$ cat src/sv/two_wire_segment_display_driver_macros.svh
// Assertion macros for the two-wire segment display driver.
// Used by the top level; expects clk_i and rst_ni in scope.
`ifndef TWO_WIRE_SEGMENT_DISPLAY_DRIVER_MACROS_SVH
`define TWO_WIRE_SEGMENT_DISPLAY_DRIVER_MACROS_SVH

// Same-cycle implication, disabled during reset.
`define TWSD_ASSERT_NOW(lbl, ante, cons, msg) \
  lbl: assert property (@(posedge clk_i) disable iff (!rst_ni) (ante) |-> (cons)) \
    else $error(msg);

// Next-cycle implication, disabled during reset.
`define TWSD_ASSERT_NEXT(lbl, ante, cons, msg) \
  lbl: assert property (@(posedge clk_i) disable iff (!rst_ni) (ante) |=> (cons)) \
    else $error(msg);

`endif

$ cat src/sv/twsd_pkg.sv
`timescale 1ns / 1ps
// Shared types, constants and the segment encoder for the segment display driver.
// No dependencies.
package twsd_pkg;

  localparam int DigitCount = 4;

  localparam int ActionW   = 2;
  localparam int ValueW    = 14;
  localparam int PositionW = 2;
  localparam int DelayW    = 16;
  localparam int CfgAddrW  = 3;
  localparam int CfgDataW  = 32;

  typedef enum logic [ActionW-1:0] {
    ActTick   = 2'd0,
    ActNumber = 2'd1,
    ActDigit  = 2'd2,
    ActBright = 2'd3
  } action_e;

  // Register index taken from paddr[CfgAddrW-1:2]
  localparam logic [CfgAddrW-3:0] RegDelay = '0;
  localparam logic [DelayW-1:0]   DelayReset = 16'd200;

  localparam logic [7:0] CmdWriteAuto  = 8'h40;
  localparam logic [7:0] CmdWriteFixed = 8'h44;
  localparam logic [7:0] CmdAddr       = 8'hC0;
  localparam logic [7:0] CmdDisplay    = 8'h88;

  // floor(x / 10) == (x * Div10Mul) >> Div10Shift for every 14-bit x
  localparam logic [ValueW-1:0] Div10Mul = 14'd13108;
  localparam int                Div10Shift = 17;

  typedef struct packed {
    logic clk_level;
    logic dio_level;
    logic busy_res;
    logic accepted;
  } res_t;

  function automatic logic [7:0] seg_encode(input logic [3:0] digit);
    logic [7:0] seg;
    case (digit)
      4'd0: seg = 8'h3f;
      4'd1: seg = 8'h06;
      4'd2: seg = 8'h5b;
      4'd3: seg = 8'h4f;
      4'd4: seg = 8'h66;
      4'd5: seg = 8'h6d;
      4'd6: seg = 8'h7d;
      4'd7: seg = 8'h07;
      4'd8: seg = 8'h7f;
      4'd9: seg = 8'h6f;
      default: seg = 8'h00;
    endcase
    return seg;
  endfunction

endpackage

$ cat src/sv/twsd_if.sv
`timescale 1ns / 1ps
// Valid/ready channel interfaces for command words in and line-level words out.
// Depends on twsd_pkg.
interface twsd_in_if;
  import twsd_pkg::*;
  logic                 valid;
  logic                 ready;
  logic [ActionW-1:0]   action;
  logic [ValueW-1:0]    value;
  logic [PositionW-1:0] position;

  modport source(output valid, action, value, position, input ready);
  modport sink(input valid, action, value, position, output ready);
endinterface

interface twsd_out_if;
  logic valid;
  logic ready;
  logic clk_level;
  logic dio_level;
  logic busy_res;
  logic accepted;

  modport source(output valid, clk_level, dio_level, busy_res, accepted, input ready);
  modport sink(input valid, clk_level, dio_level, busy_res, accepted, output ready);
endinterface

$ cat src/sv/two_wire_segment_display_driver.sv
`timescale 1ns / 1ps
// Two-wire seven-segment display driver. Every input word (tick or command) that is
// taken yields one output word with the clock/data line levels after it.
// The core takes one word per clock; a two-entry result queue lets it keep taking words
// while a result waits, so it stalls only when both entries are full. A show-number
// command splits its value into DIGIT_COUNT decimal digits in a divide-by-ten unit, one
// digit per clock, finished long before the first digit byte goes out on the wire.
// Line timing counts tick words: delay_ticks (APB register 0, reset 200) per period.
// Depends on twsd_pkg, twsd_if and the macros header.
`include "two_wire_segment_display_driver_macros.svh"

module two_wire_segment_display_driver #(
  parameter int DIGIT_COUNT = twsd_pkg::DigitCount
) (
  input  logic                          clk_i,
  input  logic                          rst_ni,
  twsd_in_if.sink                       in_i,
  twsd_out_if.source                    out_o,
  input  logic                          psel,
  input  logic                          penable,
  input  logic                          pwrite,
  input  logic [twsd_pkg::CfgAddrW-1:0] paddr,
  input  logic [twsd_pkg::CfgDataW-1:0] pwdata,
  output logic [twsd_pkg::CfgDataW-1:0] prdata,
  output logic                          pready
);
  import twsd_pkg::*;

  localparam int BufDepth = DIGIT_COUNT + 2;
  localparam int BufIdxW  = $clog2(BufDepth);
  localparam int ByteIdxW = $clog2(DIGIT_COUNT + 1);
  localparam int LenW     = $clog2(DIGIT_COUNT + 2);
  localparam logic [BufIdxW-1:0] DigFirst = BufIdxW'(DIGIT_COUNT + 1);
  localparam logic [BufIdxW-1:0] DigLast  = BufIdxW'(2);

  typedef enum logic [9:0] {
    PhIdle      = 10'b00_0000_0001,
    PhStartFall = 10'b00_0000_0010,
    PhBitData   = 10'b00_0000_0100,
    PhBitRise   = 10'b00_0000_1000,
    PhBitNext   = 10'b00_0001_0000,
    PhAckRise   = 10'b00_0010_0000,
    PhByteNext  = 10'b00_0100_0000,
    PhStopDio   = 10'b00_1000_0000,
    PhStopClk   = 10'b01_0000_0000,
    PhStopEnd   = 10'b10_0000_0000
  } phase_e;

  // ---------------- configuration ----------------
  logic [DelayW-1:0] delay_ticks_q;
  logic              cfg_hit;

  assign pready  = 1'b1;
  assign cfg_hit = (paddr[CfgAddrW-1:2] == RegDelay);
  assign prdata  = cfg_hit ? CfgDataW'(delay_ticks_q) : '0;

  always_ff @(posedge clk_i or negedge rst_ni) begin
    if (!rst_ni) begin
      delay_ticks_q <= DelayReset;
    end else if (psel && penable && pwrite && cfg_hit) begin
      delay_ticks_q <= pwdata[DelayW-1:0];
    end
  end

  // ---------------- line sequencer ----------------
  phase_e              phase_q, phase_d;
  logic [DelayW-1:0]   delay_left_q, delay_left_d;
  logic [2:0]          bit_q, bit_d;
  logic [ByteIdxW-1:0] byte_q, byte_d;
  logic                frame_q, frame_d;
  logic [LenW-1:0]     len_q, len_d;
  logic                clk_q, clk_d;
  logic                dio_q, dio_d;

  logic [7:0]          byte_buf_q [BufDepth];
  logic [BufIdxW-1:0]  rd_idx;
  logic [7:0]          cur_byte;
  logic [DelayW-1:0]   delay_load;
  logic [DelayW-1:0]   delay_dec;
  logic                in_acc;
  logic                cmd_take;
  action_e             action;

  assign action     = action_e'(in_i.action);
  assign in_acc     = in_i.valid && in_i.ready;
  assign delay_load = (delay_ticks_q == '0) ? DelayW'(1) : delay_ticks_q;
  assign delay_dec  = (delay_left_q != '0) ? delay_left_q - DelayW'(1) : '0;
  assign rd_idx     = frame_q ? BufIdxW'(byte_q) + BufIdxW'(1) : '0;
  assign cur_byte   = byte_buf_q[rd_idx];

  always_comb begin
    phase_d      = phase_q;
    delay_left_d = delay_left_q;
    bit_d        = bit_q;
    byte_d       = byte_q;
    frame_d      = frame_q;
    len_d        = len_q;
    clk_d        = clk_q;
    dio_d        = dio_q;
    cmd_take     = 1'b0;
    if (in_acc) begin
      if (action == ActTick) begin
        if (phase_q != PhIdle) begin
          delay_left_d = delay_dec;
          if (delay_dec == '0) begin
            delay_left_d = delay_load;
            case (phase_q)
              PhStartFall: begin
                dio_d   = 1'b0;
                clk_d   = 1'b0;
                phase_d = PhBitData;
              end
              PhBitData: begin
                dio_d   = cur_byte[bit_q];
                phase_d = PhBitRise;
              end
              PhBitRise: begin
                clk_d   = 1'b1;
                phase_d = PhBitNext;
              end
              PhBitNext: begin
                clk_d = 1'b0;
                if (bit_q != 3'd7) begin
                  bit_d   = bit_q + 3'd1;
                  phase_d = PhBitData;
                end else begin
                  dio_d   = 1'b1;
                  phase_d = PhAckRise;
                end
              end
              PhAckRise: begin
                clk_d   = 1'b1;
                phase_d = PhByteNext;
              end
              PhByteNext: begin
                clk_d = 1'b0;
                if (frame_q && (LenW'(byte_q) + LenW'(1) < len_q)) begin
                  byte_d  = byte_q + ByteIdxW'(1);
                  bit_d   = '0;
                  phase_d = PhBitData;
                end else begin
                  phase_d = PhStopDio;
                end
              end
              PhStopDio: begin
                dio_d   = 1'b0;
                phase_d = PhStopClk;
              end
              PhStopClk: begin
                clk_d   = 1'b1;
                phase_d = PhStopEnd;
              end
              PhStopEnd: begin
                dio_d = 1'b1;
                if (!frame_q && len_q != '0) begin
                  // open the second frame right after the stop
                  frame_d = 1'b1;
                  clk_d   = 1'b1;
                  byte_d  = '0;
                  bit_d   = '0;
                  phase_d = PhStartFall;
                end else begin
                  phase_d      = PhIdle;
                  delay_left_d = '0;
                end
              end
              default: begin
                phase_d      = PhIdle;
                delay_left_d = '0;
              end
            endcase
          end
        end
      end else if (phase_q == PhIdle) begin
        cmd_take = 1'b1;
        case (action)
          ActNumber: len_d = LenW'(DIGIT_COUNT + 1);
          ActDigit:  len_d = LenW'(2);
          default:   len_d = '0;
        endcase
        frame_d      = 1'b0;
        dio_d        = 1'b1;
        clk_d        = 1'b1;
        byte_d       = '0;
        bit_d        = '0;
        delay_left_d = delay_load;
        phase_d      = PhStartFall;
      end
    end
  end

  always_ff @(posedge clk_i or negedge rst_ni) begin
    if (!rst_ni) begin
      phase_q      <= PhIdle;
      delay_left_q <= '0;
      bit_q        <= '0;
      byte_q       <= '0;
      frame_q      <= 1'b0;
      len_q        <= '0;
      clk_q        <= 1'b1;
      dio_q        <= 1'b1;
    end else begin
      phase_q      <= phase_d;
      delay_left_q <= delay_left_d;
      bit_q        <= bit_d;
      byte_q       <= byte_d;
      frame_q      <= frame_d;
      len_q        <= len_d;
      clk_q        <= clk_d;
      dio_q        <= dio_d;
    end
  end

  // ---------------- digit splitter ----------------
  // Peel off the low decimal digit each clock, filling the buffer from its last entry.
  logic [ValueW-1:0]   dig_val_q;
  logic [BufIdxW-1:0]  dig_idx_q;
  logic                dig_run_q;
  logic [2*ValueW-1:0] dig_prod;
  logic [ValueW-1:0]   dig_quo;
  logic [ValueW-1:0]   dig_rem;

  assign dig_prod = (2*ValueW)'(dig_val_q) * (2*ValueW)'(Div10Mul);
  assign dig_quo  = ValueW'(dig_prod >> Div10Shift);
  assign dig_rem  = dig_val_q - ((dig_quo << 3) + (dig_quo << 1));

  always_ff @(posedge clk_i or negedge rst_ni) begin
    if (!rst_ni) begin
      dig_run_q <= 1'b0;
    end else if (cmd_take && action == ActNumber) begin
      dig_run_q <= 1'b1;
    end else if (dig_run_q && dig_idx_q == DigLast) begin
      dig_run_q <= 1'b0;
    end
  end

  always_ff @(posedge clk_i) begin
    if (cmd_take && action == ActNumber) begin
      dig_val_q <= in_i.value;
      dig_idx_q <= DigFirst;
    end else if (dig_run_q) begin
      dig_val_q <= dig_quo;
      dig_idx_q <= dig_idx_q - BufIdxW'(1);
    end
  end

  // Byte buffer: command bytes on acceptance, digit segments from the splitter.
  always_ff @(posedge clk_i) begin
    if (cmd_take) begin
      case (action)
        ActNumber: begin
          byte_buf_q[0] <= CmdWriteAuto;
          byte_buf_q[1] <= CmdAddr;
        end
        ActDigit: begin
          byte_buf_q[0] <= CmdWriteFixed;
          byte_buf_q[1] <= CmdAddr | {6'b0, in_i.position};
          byte_buf_q[2] <= seg_encode(in_i.value[3:0]);
        end
        default: begin
          byte_buf_q[0] <= CmdDisplay | {5'b0, in_i.value[2:0]};
        end
      endcase
    end else if (dig_run_q) begin
      byte_buf_q[dig_idx_q] <= seg_encode(dig_rem[3:0]);
    end
  end

  // ---------------- result queue ----------------
  res_t       res_new;
  res_t       slot_q [2];
  logic [1:0] cnt_q;
  logic       pop;

  assign res_new = '{clk_level: clk_d, dio_level: dio_d,
                     busy_res: (phase_d != PhIdle), accepted: cmd_take};

  assign in_i.ready      = (cnt_q != 2'd2);
  assign out_o.valid     = (cnt_q != 2'd0);
  assign out_o.clk_level = slot_q[0].clk_level;
  assign out_o.dio_level = slot_q[0].dio_level;
  assign out_o.busy_res  = slot_q[0].busy_res;
  assign out_o.accepted  = slot_q[0].accepted;
  assign pop             = out_o.valid && out_o.ready;

  always_ff @(posedge clk_i or negedge rst_ni) begin
    if (!rst_ni) begin
      cnt_q <= 2'd0;
    end else if (in_acc && !pop) begin
      cnt_q <= cnt_q + 2'd1;
    end else if (pop && !in_acc) begin
      cnt_q <= cnt_q - 2'd1;
    end
  end

  always_ff @(posedge clk_i) begin
    if (pop) begin
      if (cnt_q == 2'd2) begin
        slot_q[0] <= slot_q[1];
      end else if (in_acc) begin
        slot_q[0] <= res_new;
      end
    end else if (in_acc) begin
      if (cnt_q == 2'd0) begin
        slot_q[0] <= res_new;
      end else begin
        slot_q[1] <= res_new;
      end
    end
  end

  // ---------------- assertions ----------------
  `TWSD_ASSERT_NOW(a_dig_busy, dig_run_q, phase_q != PhIdle, "digit split outside a command")
  `TWSD_ASSERT_NOW(a_dig_done, frame_q, !dig_run_q, "digit bytes not ready for second frame")
  `TWSD_ASSERT_NEXT(a_cmd_start, cmd_take, phase_q == PhStartFall && clk_q && dio_q, "command did not open a frame")
  `TWSD_ASSERT_NEXT(a_lines_hold, !in_acc, $stable(clk_q) && $stable(dio_q), "line moved without a word")

endmodule

$ cat src/flat_wrapper.sv
// flat-port wrapper written by rule: the top's interface ports become plain ports
module two_wire_segment_display_driver_flat import twsd_pkg::*;
#(
  parameter int DIGIT_COUNT = twsd_pkg::DigitCount
)
  (clk_i, rst_ni, psel, penable, pwrite, paddr, pwdata, prdata, pready, in_i_valid, in_i_action, in_i_value, in_i_position, in_i_ready, out_o_valid, out_o_clk_level, out_o_dio_level, out_o_busy_res, out_o_accepted, out_o_ready);
  twsd_in_if in_i_i ();
  twsd_out_if out_o_i ();
  input  logic clk_i;
  input  logic rst_ni;
  input  logic psel;
  input  logic penable;
  input  logic pwrite;
  input  logic [twsd_pkg::CfgAddrW-1:0] paddr;
  input  logic [twsd_pkg::CfgDataW-1:0] pwdata;
  output logic [twsd_pkg::CfgDataW-1:0] prdata;
  output logic pready;
  input wire logic [$bits(in_i_i.valid)-1:0] in_i_valid;
  input wire logic [$bits(in_i_i.action)-1:0] in_i_action;
  input wire logic [$bits(in_i_i.value)-1:0] in_i_value;
  input wire logic [$bits(in_i_i.position)-1:0] in_i_position;
  output wire logic [$bits(in_i_i.ready)-1:0] in_i_ready;
  output wire logic [$bits(out_o_i.valid)-1:0] out_o_valid;
  output wire logic [$bits(out_o_i.clk_level)-1:0] out_o_clk_level;
  output wire logic [$bits(out_o_i.dio_level)-1:0] out_o_dio_level;
  output wire logic [$bits(out_o_i.busy_res)-1:0] out_o_busy_res;
  output wire logic [$bits(out_o_i.accepted)-1:0] out_o_accepted;
  input wire logic [$bits(out_o_i.ready)-1:0] out_o_ready;
  assign in_i_i.valid = in_i_valid;
  assign in_i_i.action = in_i_action;
  assign in_i_i.value = in_i_value;
  assign in_i_i.position = in_i_position;
  assign in_i_ready = in_i_i.ready;
  assign out_o_valid = out_o_i.valid;
  assign out_o_clk_level = out_o_i.clk_level;
  assign out_o_dio_level = out_o_i.dio_level;
  assign out_o_busy_res = out_o_i.busy_res;
  assign out_o_accepted = out_o_i.accepted;
  assign out_o_i.ready = out_o_ready;
  two_wire_segment_display_driver #(.DIGIT_COUNT(DIGIT_COUNT)) u_core (.clk_i(clk_i), .rst_ni(rst_ni), .in_i(in_i_i), .out_o(out_o_i), .psel(psel), .penable(penable), .pwrite(pwrite), .paddr(paddr), .pwdata(pwdata), .prdata(prdata), .pready(pready));
endmodule
$ cat config.mk
export PLATFORM = sky130hd
export DESIGN_NAME = two_wire_segment_display_driver_flat
export DESIGN_NICKNAME = d
export VERILOG_FILES = /design/src/sv/twsd_pkg.sv /design/src/sv/twsd_if.sv /design/src/sv/two_wire_segment_display_driver.sv /design/src/flat_wrapper.sv
export VERILOG_INCLUDE_DIRS = /design/src /design/src/sv
export SDC_FILE = /design/constraint.sdc
export NUM_CORES = 1
export LEC_CHECK = 0
export ABC_AREA = 1
export BUFFER_PORTS_ARGS = -buffer_cell sky130_fd_sc_hd__buf_2
export CORE_UTILIZATION = 30
export CTS_BUF_LIST = sky130_fd_sc_hd__clkbuf_4 sky130_fd_sc_hd__clkbuf_8
export CTS_CLUSTER_SIZE = 12
export DETAILED_ROUTE_END_ITERATION = 8
export GPL_TIMING_DRIVEN = 0
export SYNTH_ARGS = -nofsm -noshare
export SYNTH_HDL_FRONTEND = slang
export SYNTH_SLANG_ARGS = --single-unit
export TNS_END_PERCENT = 10
$ cat constraint.sdc
create_clock -name clk_i -period 13.3 [get_ports clk_i]
set_clock_uncertainty 0.05 [all_clocks]
set_input_delay 2.66 -clock clk_i [delete_from_list [all_inputs] [get_ports clk_i]]
set_output_delay 2.66 -clock clk_i [all_outputs]
set_load 0.02 [all_outputs]
# == Yosys cells after proc, flatten, opt, wreduce, memory -nomap -nowiden ==
# Memory sizes are Yosys's and may differ from the RTL's.
# Index checks and enable logic that the tools add are counted.
# word_totals
romBits,224
n_memories,4
input_bits,60
reg_bits,74
ramBits,56
latch_bits,0
word_cells,205
# mem_list
name,words,word_bits,read_ports,rd_ports_with_merged_regs,write_ports,line_no,text
(no name shown),16,7,1,0,0,twsd_pkg.sv:44,case (digit)
(no name shown),16,7,1,0,0,twsd_pkg.sv:44,
u_core.byte_buf_q,6,8,1,0,3,two_wire_segment_display_driver.sv:75,logic [7:0] byte_buf_q [BufDepth];
u_core.slot_q,2,4,2,0,1,two_wire_segment_display_driver.sv:271,res_t slot_q [2];
# classes
reduce_logical,37
n_lt_le_gt_ge,2
div_mod_pow,0
n_mux,106
n_eq_ne,27
addsub,8
shift,0
multipliers,1
n_bitwise,7
# op_table
cell,count
2-to-1 mux 16 bit,8
case mux 10 bit (9 select lines),1
2-to-1 mux 8 bit,9
2-to-1 mux 1 bit,54
2-to-1 mux 10 bit,5
2-to-1 mux 3 bit,13
zero test 16 bit,2
case mux 16 bit (2 select lines),1
2-to-1 mux 14 bit,2
"multiplier 14 x 12 -> 26 bit, second input constant",1
"inequality test 10 x 1 -> 1 bit, second input constant",2
nonzero test 16 bit,1
OR reduction 8 bit,2
"subtractor 16 x 1 -> 16 bit, second input constant",1
"inequality test 3 bit, second input constant",5
2-to-1 mux 4 bit,3
case mux 3 bit (2 select lines),2
logical AND 1 bit,11
"== test 10 x 1 -> 1 bit, second input constant",1
"== test 10 bit, second input constant",1
"== test 10 x 2 -> 1 bit, second input constant",1
"== test 10 x 3 -> 1 bit, second input constant",1
"== test 10 x 4 -> 1 bit, second input constant",1
"== test 10 x 5 -> 1 bit, second input constant",1
36 further kinds,59

# == Depth between registers and ports, before layout ==
# Gate-level depths: netlist of the first run.
# depth
word_depth,13
depth_mapped,29

# == Worst setup path after synthesis of the first run ==
# Ideal clock, no wire load.
# synth_timing
path_type,in2out
startpoint,in paddr[2] in the netlist's numbering
endpoint,out prdata[0] in the netlist's numbering
slack_ns,7.253
required_time_ns,10.590
stages,3
arrival_ns,3.337
cell_sequence,clkbuf_1 -> clkbuf_1 -> nor2_1
# synth_via
elab_chain_len,1
# synth_lines
element,line_no,text
"start, declared",flat_wrapper.sv:14,input logic [twsd_pkg::CfgAddrW-1:0] paddr;
2-to-1 mux 16 bit,two_wire_segment_display_driver.sv:55,assign prdata = cfg_hit ? CfgDataW'(delay_ticks_q) : '0;
"end, declared",flat_wrapper.sv:16,output logic [twsd_pkg::CfgDataW-1:0] prdata;
# No other way between the ends.

# == Worst setup path after layout of the first run ==
# layout_timing
startpoint,in paddr[2] in the netlist's numbering
endpoint,out prdata[4] in the netlist's numbering
# Same word-level chain as after synthesis.

==> results of run 1 <==
[how the worst max path moves through the flow]
stage	cells past startpoint	to	slack (ns)
2_1_floorplan	3	prdata[0]	7.25
3_3_place_gp	4	prdata[4]	6.77
3_5_place_dp	4	prdata[14]	6.76
4_1_cts	4	prdata[14]	6.76
5_1_grt	4	prdata[4]	6.62
6_report	4	prdata[4]	6.81
[registers in the layout, indices dropped and copies added (netlist names), 3 cells and up]
register,cells
u_core.phase_q,10
u_core.byte_q,3
u_core.slot_q,8
u_core.byte_buf_q,58
u_core.bit_q,3
u_core.dig_idx_q,3
u_core.delay_ticks_q,16
u_core.dig_val_q,14
u_core.delay_left_q,16
[power breakdown]
part	leakage, nW	switching [W]	internal, W	total, W
Sequential	1.40	0.0000504	0.000507	0.000558
Combinational	4.70	0.000253	0.000125	0.000379
Clock	0.216	0.000170	0.000202	0.000372
Total	6.31	0.000474	0.000835	0.00131
[cell usage after synthesis, types with 7 or more instances]
master	instances
nand2_1	296
dfrtp_1	50
inv_1	243
o22ai_1	13
nand3_1	130
or2_2	9
a21oi_1	66
o21ai_0	67
ha_1	126
nor3_1	16
edfxtp_1	78
xnor2_1	11
fa_1	47
clkbuf_1	17
buf_4	17
nor2_1	125
nand4_1	7
[worst max-delay path, delay by kind of cell]
family,cells,cell delay (ns)
buffers and inverters,3,1.01
AND/OR/NAND/NOR,1,0.11
[placed cells by master (no fill, tap or decap), drive strengths merged, types with 6 or more instances in the layout]
| cell type | Yosys | layout |
|---|---|---|
| a21oi | 66 | 66 |
| buf | 21 | 83 |
| clkbuf | 18 | 42 |
| clkinv | 3 | 6 |
| conb | 2 | 17 |
| dfrtp | 50 | 50 |
| dfstp | 6 | 6 |
| edfxtp | 78 | 78 |
| fa | 47 | 47 |
| ha | 126 | 126 |
| inv | 248 | 249 |
| nand2 | 299 | 299 |
| nand3 | 130 | 130 |
| nand4 | 7 | 7 |
| nor2 | 131 | 131 |
| nor3 | 17 | 17 |
| o21ai | 68 | 68 |
| o22ai | 13 | 13 |
| or2 | 9 | 9 |
| xnor2 | 11 | 11 |
| xor2 | 6 | 6 |
[stage by stage]
step | power [W] | util | area [um^2]
floorplan | 0.000829 | - | 11300
global placement | 0.000940 | 0.332 | 12200
detailed placement | 0.000941 | 0.332 | 12200
CTS | 0.00131 | 0.343 | 12600
global route | 0.00139 | 0.343 | 12600
finish | 0.00131 | 0.343 | 12600
[logic make-up after synthesis]
group                      synth area share
and+or+nand+nor                       0.228
buffers and inverters                 0.104
AOI/OAI and AO/OA                    0.0863
adders and majority gates             0.224
DFF                                   0.343
xor gates and xnor gates             0.0133
other                              0.000669
[per-layer routing]
| layer | wire [um] | share of wire |
|---|---|---|
| met1 | 13300 | 0.47 |
| met2 | 13600 | 0.48 |
| met3 | 974 | 0.034 |
| met4 | 479 | 0.017 |
| met5 | 0 | 0 |
[final cells by class]
| cell class | instances | area, um^2 | area share |
|---|---|---|---|
| Buffer | 39 | 229 | 0.0182 |
| Tap cell | 468 | 586 | 0.0465 |
| Inverter | 251 | 942 | 0.0748 |
| Multi-Input combinational cell | 982 | 6260 | 0.497 |
| Clock inverter | 8 | 119 | 0.00944 |
| Sequential cell | 139 | 3850 | 0.306 |
| Timing Repair Buffer | 62 | 313 | 0.0248 |
| Clock buffer | 24 | 293 | 0.0232 |
==> metrics.txt, run 1 <==
met2 Usage GRT=0.269; CTS tree=built; hold crit path type=flip-flop to flip-flop; Die Area=0.0382 mm^2; initial antenna violation count=0; top-area cell type share of the netlist area=0.209; worst r2r path cells=26; R2R Setup Slk=7.04 ns; first-pass GRT wire length=47.4 mm; FFs w/ async S/R, synth=0.403; FF-to-FF End=u_core.byte_buf_q[7][1]; TNS Setup=0 ns; Leakage=6.31 nW; die width=195 um; gr usage total=0.157; fmax=154 MHz; required time of the critical path=10.59 ns; # IOs=99; vias per cell=4.70; hold depth=2; Die Y-Extent=195 um; startpoint types=primary input; Yosys reg bits=139; area grow syn2layout=12.2%; total grt overflow=0; count of flip-flops with a built-in enable after synthesis=78; ys flop type=edfxtp_1; met1 usage=0.202; clk buf depth=2; final worst-path cycle share=0.488; worst hold slack=0.427 ns; cell breakdown of the critical path=clkbuf_1 -> clkbuf_1 -> nor2_1 -> buf_2; top cells by area, synth=edfxtp_1 21%, ha_1 14%, dfrtp_1 11%; area of the core=0.0367 mm^2; nets=1,725; met3 GRT Util=0.0264; pre-CTS WS=6.76 ns; CTS root buffer=clkbuf_8; Least-Margin Pin Slew=1.13 ns; critical path's slowest cell=clkbuf_1; final max-slew violation count=0; Most common cell on crit path=clkbuf_1; status=finished clean; CP endpoint kind=output port; clock transition at the registers of the reported paths=0.07 ns; number of global-route vias before repair=9,349; initial drt markers=560; Setup-failing EPs final=0; relative slew slack=0.239; critical path fanouts, max=10; Total Wirelength=28.4 mm; IO buf count=62; pwr/cell area=104 mW/mm^2; endpoints failing hold=0; Synth Warn #=0; Unique masters post-synth=49; placed insts=1,941; mapped cell area=0.0112 mm^2; layout cell share with drive strength beyond 1=0.0983; post-CTS setup buffers=0; RSZ-0062 raised after global routing=no; Hold Buf Count CTS=0; WS Path Type=primary input to output port; Tmin final=6.49 ns; post-DP HPWL=23.1 mm; Synth Area per Inst=8.04 um^2; clock latency on the worst-skew pair=0.48 ns; # fillers=3,868; largest net degree at the start of global routing=57; via count=9,277; post_cts resized=0; CTS Buf Count=17; number of H-tree levels=4; Syn Inst Count=1,396; row cnt=70; sequential element share of the synthesized area=0.343; final setup margin=6.81 ns; Hold Startpoint=u_core.byte_buf_q[0][7]; Routed Antenna Nets=0; reg-to-reg critical path startpoint=u_core.dig_val_q[0]; Yosys top cell by area=edfxtp_1; Pre-Repair DR Iteration Count=5; drt drc=0; Worst path max stage delay=0.49 ns; post-route insts no fill=1,973; arrival time worst endpoint=3.78 ns; wire per inst=14.4 um; initial core utilization=0.306; VDD IR max=68.2 uV; Antenna Cells=0; CP startpoint=paddr[2]; gpl congestion=0.965; hold endpoint=u_core.byte_buf_q[0][7]; # clock sinks=139; Max Cap Viol=0; gr busiest metal=met2
Note: power is estimated with default switching activity, not from simulation.
==> run 2, diff against run 1 <==
- clock period: 13.3 -> 6.6 ns (I/O delays scaled with it)
==> run 2 against run 1 <==
Against the previous run: critical path depth up 24; critical endpoint is now u_core.byte_buf_q[3][5]; final cell count stayed put; global-route usage unchanged; largest cell class unchanged.
==> metrics.txt, run 2 (synthesized netlist as in run 1, its figures left out) <==
number of flip-flops in the largest register=58; most frequent cells in the layout=294 x nand2_1, 243 x inv_1, 130 x nand3_1; fmax=162 MHz; reg-to-reg critical path startpoint=u_core.dig_val_q[0]; FF-to-FF End=u_core.byte_buf_q[3][5]; Worst path max stage delay=0.54 ns; first-pass GRT wire length=47.4 mm; CTS root buffer=clkbuf_8; number of H-tree levels=4; area of the core=0.0367 mm^2; gr usage total=0.157; CTS Buf Count=17; # clock sinks=139; Antenna Cells=0; startpoint types=flip-flop; Top reg by flops=u_core.byte_buf_q; post-route insts no fill=1,973; Tmin final=6.19 ns; die width=195 um; Setup-failing EPs final=0; Least-Margin Pin Slew=1.15 ns; clock transition at the registers of the reported paths=0.07 ns; R2R Setup Slk=0.41 ns; VDD IR max=138 uV; commonest non-fill, non-tap cell in the layout=nand2_1; critical path fanouts, max=9; Pre-Repair DR Iteration Count=5; CP endpoint kind=flip-flop; critical path buffer and inverter count=12; Total Wirelength=28.4 mm; Routed Antenna Nets=0; IO buf count=62; gpl congestion=0.965; WS Path Type=flip-flop to flip-flop; endpoints failing hold=0; number of global-route vias before repair=9,349; Leakage=6.31 nW; vias per cell=4.69; critical path's slowest cell=fa_1; status=finished clean; wire per inst=14.4 um; RSZ-0062 raised after global routing=yes; Max Cap Viol=0; hold depth=2; total grt overflow=0; Most common cell on crit path=inv_1; initial antenna violation count=0; PnR Total Power=0.00264 W; post-DP HPWL=23.1 mm; drt drc=0; via count=9,256; Die Area=0.0382 mm^2; Top Registers=u_core.byte_buf_q x58, u_core.delay_left_q x16, u_core.delay_ticks_q x16; arrival time worst endpoint=6.44 ns; final max-slew violation count=0; largest net degree at the start of global routing=57; area grow syn2layout=12.2%; clock latency on the worst-skew pair=0.47 ns; # IOs=99; worst r2r path cells=28; placed insts=1,941; layout cell share with drive strength beyond 1=0.0997; initial drt markers=558; required time of the critical path=6.85 ns; initial core utilization=0.306; clk buf depth=2; Die Y-Extent=195 um; pwr/cell area=209 mW/mm^2; relative slew slack=0.226; nets=1,725; CP delay by family, top=adder cells; CTS tree=built; hold endpoint=u_core.byte_buf_q[0][7]; final worst-path cycle share=0.938; hold crit path type=flip-flop to flip-flop; Hold Startpoint=u_core.byte_buf_q[0][7]; row cnt=70
## run 2: cell count changes in the layout (fill, tap and decap cells not counted)
| cell | before | now |
|---|---|---|
| a21boi_1 | 0 | 1 |
| a21boi_0 | 2 | 1 |
| nand2_1 | 296 | 294 |
| nand2_2 | 3 | 5 |
## run 2: worst max-delay path by stage
stage                        start                       to  slack (ns)  cells past startpoint
2_1_floorplan  u_core.dig_val_q[1]  u_core.byte_buf_q[3][0]        1.10                     26
3_3_place_gp   u_core.dig_val_q[3]  u_core.byte_buf_q[6][1]        0.40                     20
3_5_place_dp   u_core.dig_val_q[6]  u_core.byte_buf_q[6][1]        0.33                     20
4_1_cts        u_core.dig_val_q[0]  u_core.byte_buf_q[7][1]        0.29                     25
5_1_grt        u_core.dig_val_q[0]  u_core.byte_buf_q[3][5]       -0.06                     28
6_report       u_core.dig_val_q[0]  u_core.byte_buf_q[3][5]        0.41                     28
## run 2: where the power goes
group	switching, W	total (W)	internal [W]	leakage (nW)
combinational	0.000512	0.000765	0.000253	4.70
sequential	0.000102	0.00112	0.00102	1.40
clock	0.000342	0.000749	0.000407	0.216
## run 2: metal layers
metal	wire (um)	GRT usage
met5	0	0
met4	478	0.0467
met3	974	0.0264
met2	13600	0.269
met1	13300	0.202
## run 2: area by class of cell
class                           instances  area, um^2
Buffer                                 39         229
Clock buffer                           24         293
Clock inverter                          8         119
Fill cell                            3868       24100
Inverter                              251         942
Multi-Input combinational cell        982        6270
Sequential cell                       139        3850
Tap cell                              468         586
Timing Repair Buffer                   62         313
## run 2: metrics by stage
stage | worst slack, ns | setup TNS (ns) | hold WS (ns) | area [um^2] | util
finish | 0.409 | 0 | 0.425 | 12600 | 0.343
global route | -0.0594 | -0.304 | 0.473 | 12600 | 0.343
CTS | 0.291 | 0 | 0.426 | 12600 | 0.343
detailed placement | 0.331 | 0 | 0.414 | 12200 | 0.332
global placement | 0.404 | 0 | 0.413 | 12200 | 0.332
floorplan | 1.10 | 0 | 0.389 | 11300 | -
## run 2: timing repair
action                     in CTS  in global routing
setup endpoints to repair       0                 20
hold buffers                    0                  0
gates resized for setup         0                  3
setup buffers                   0                  0
## run 2: worst min-delay path, delay by kind of cell (launching register included)
family	cells	cell delay (ns)
and+or+nand+nor	1	0.06
AOI/OAI and AO/OA	1	0.05
DFF	1	0.32
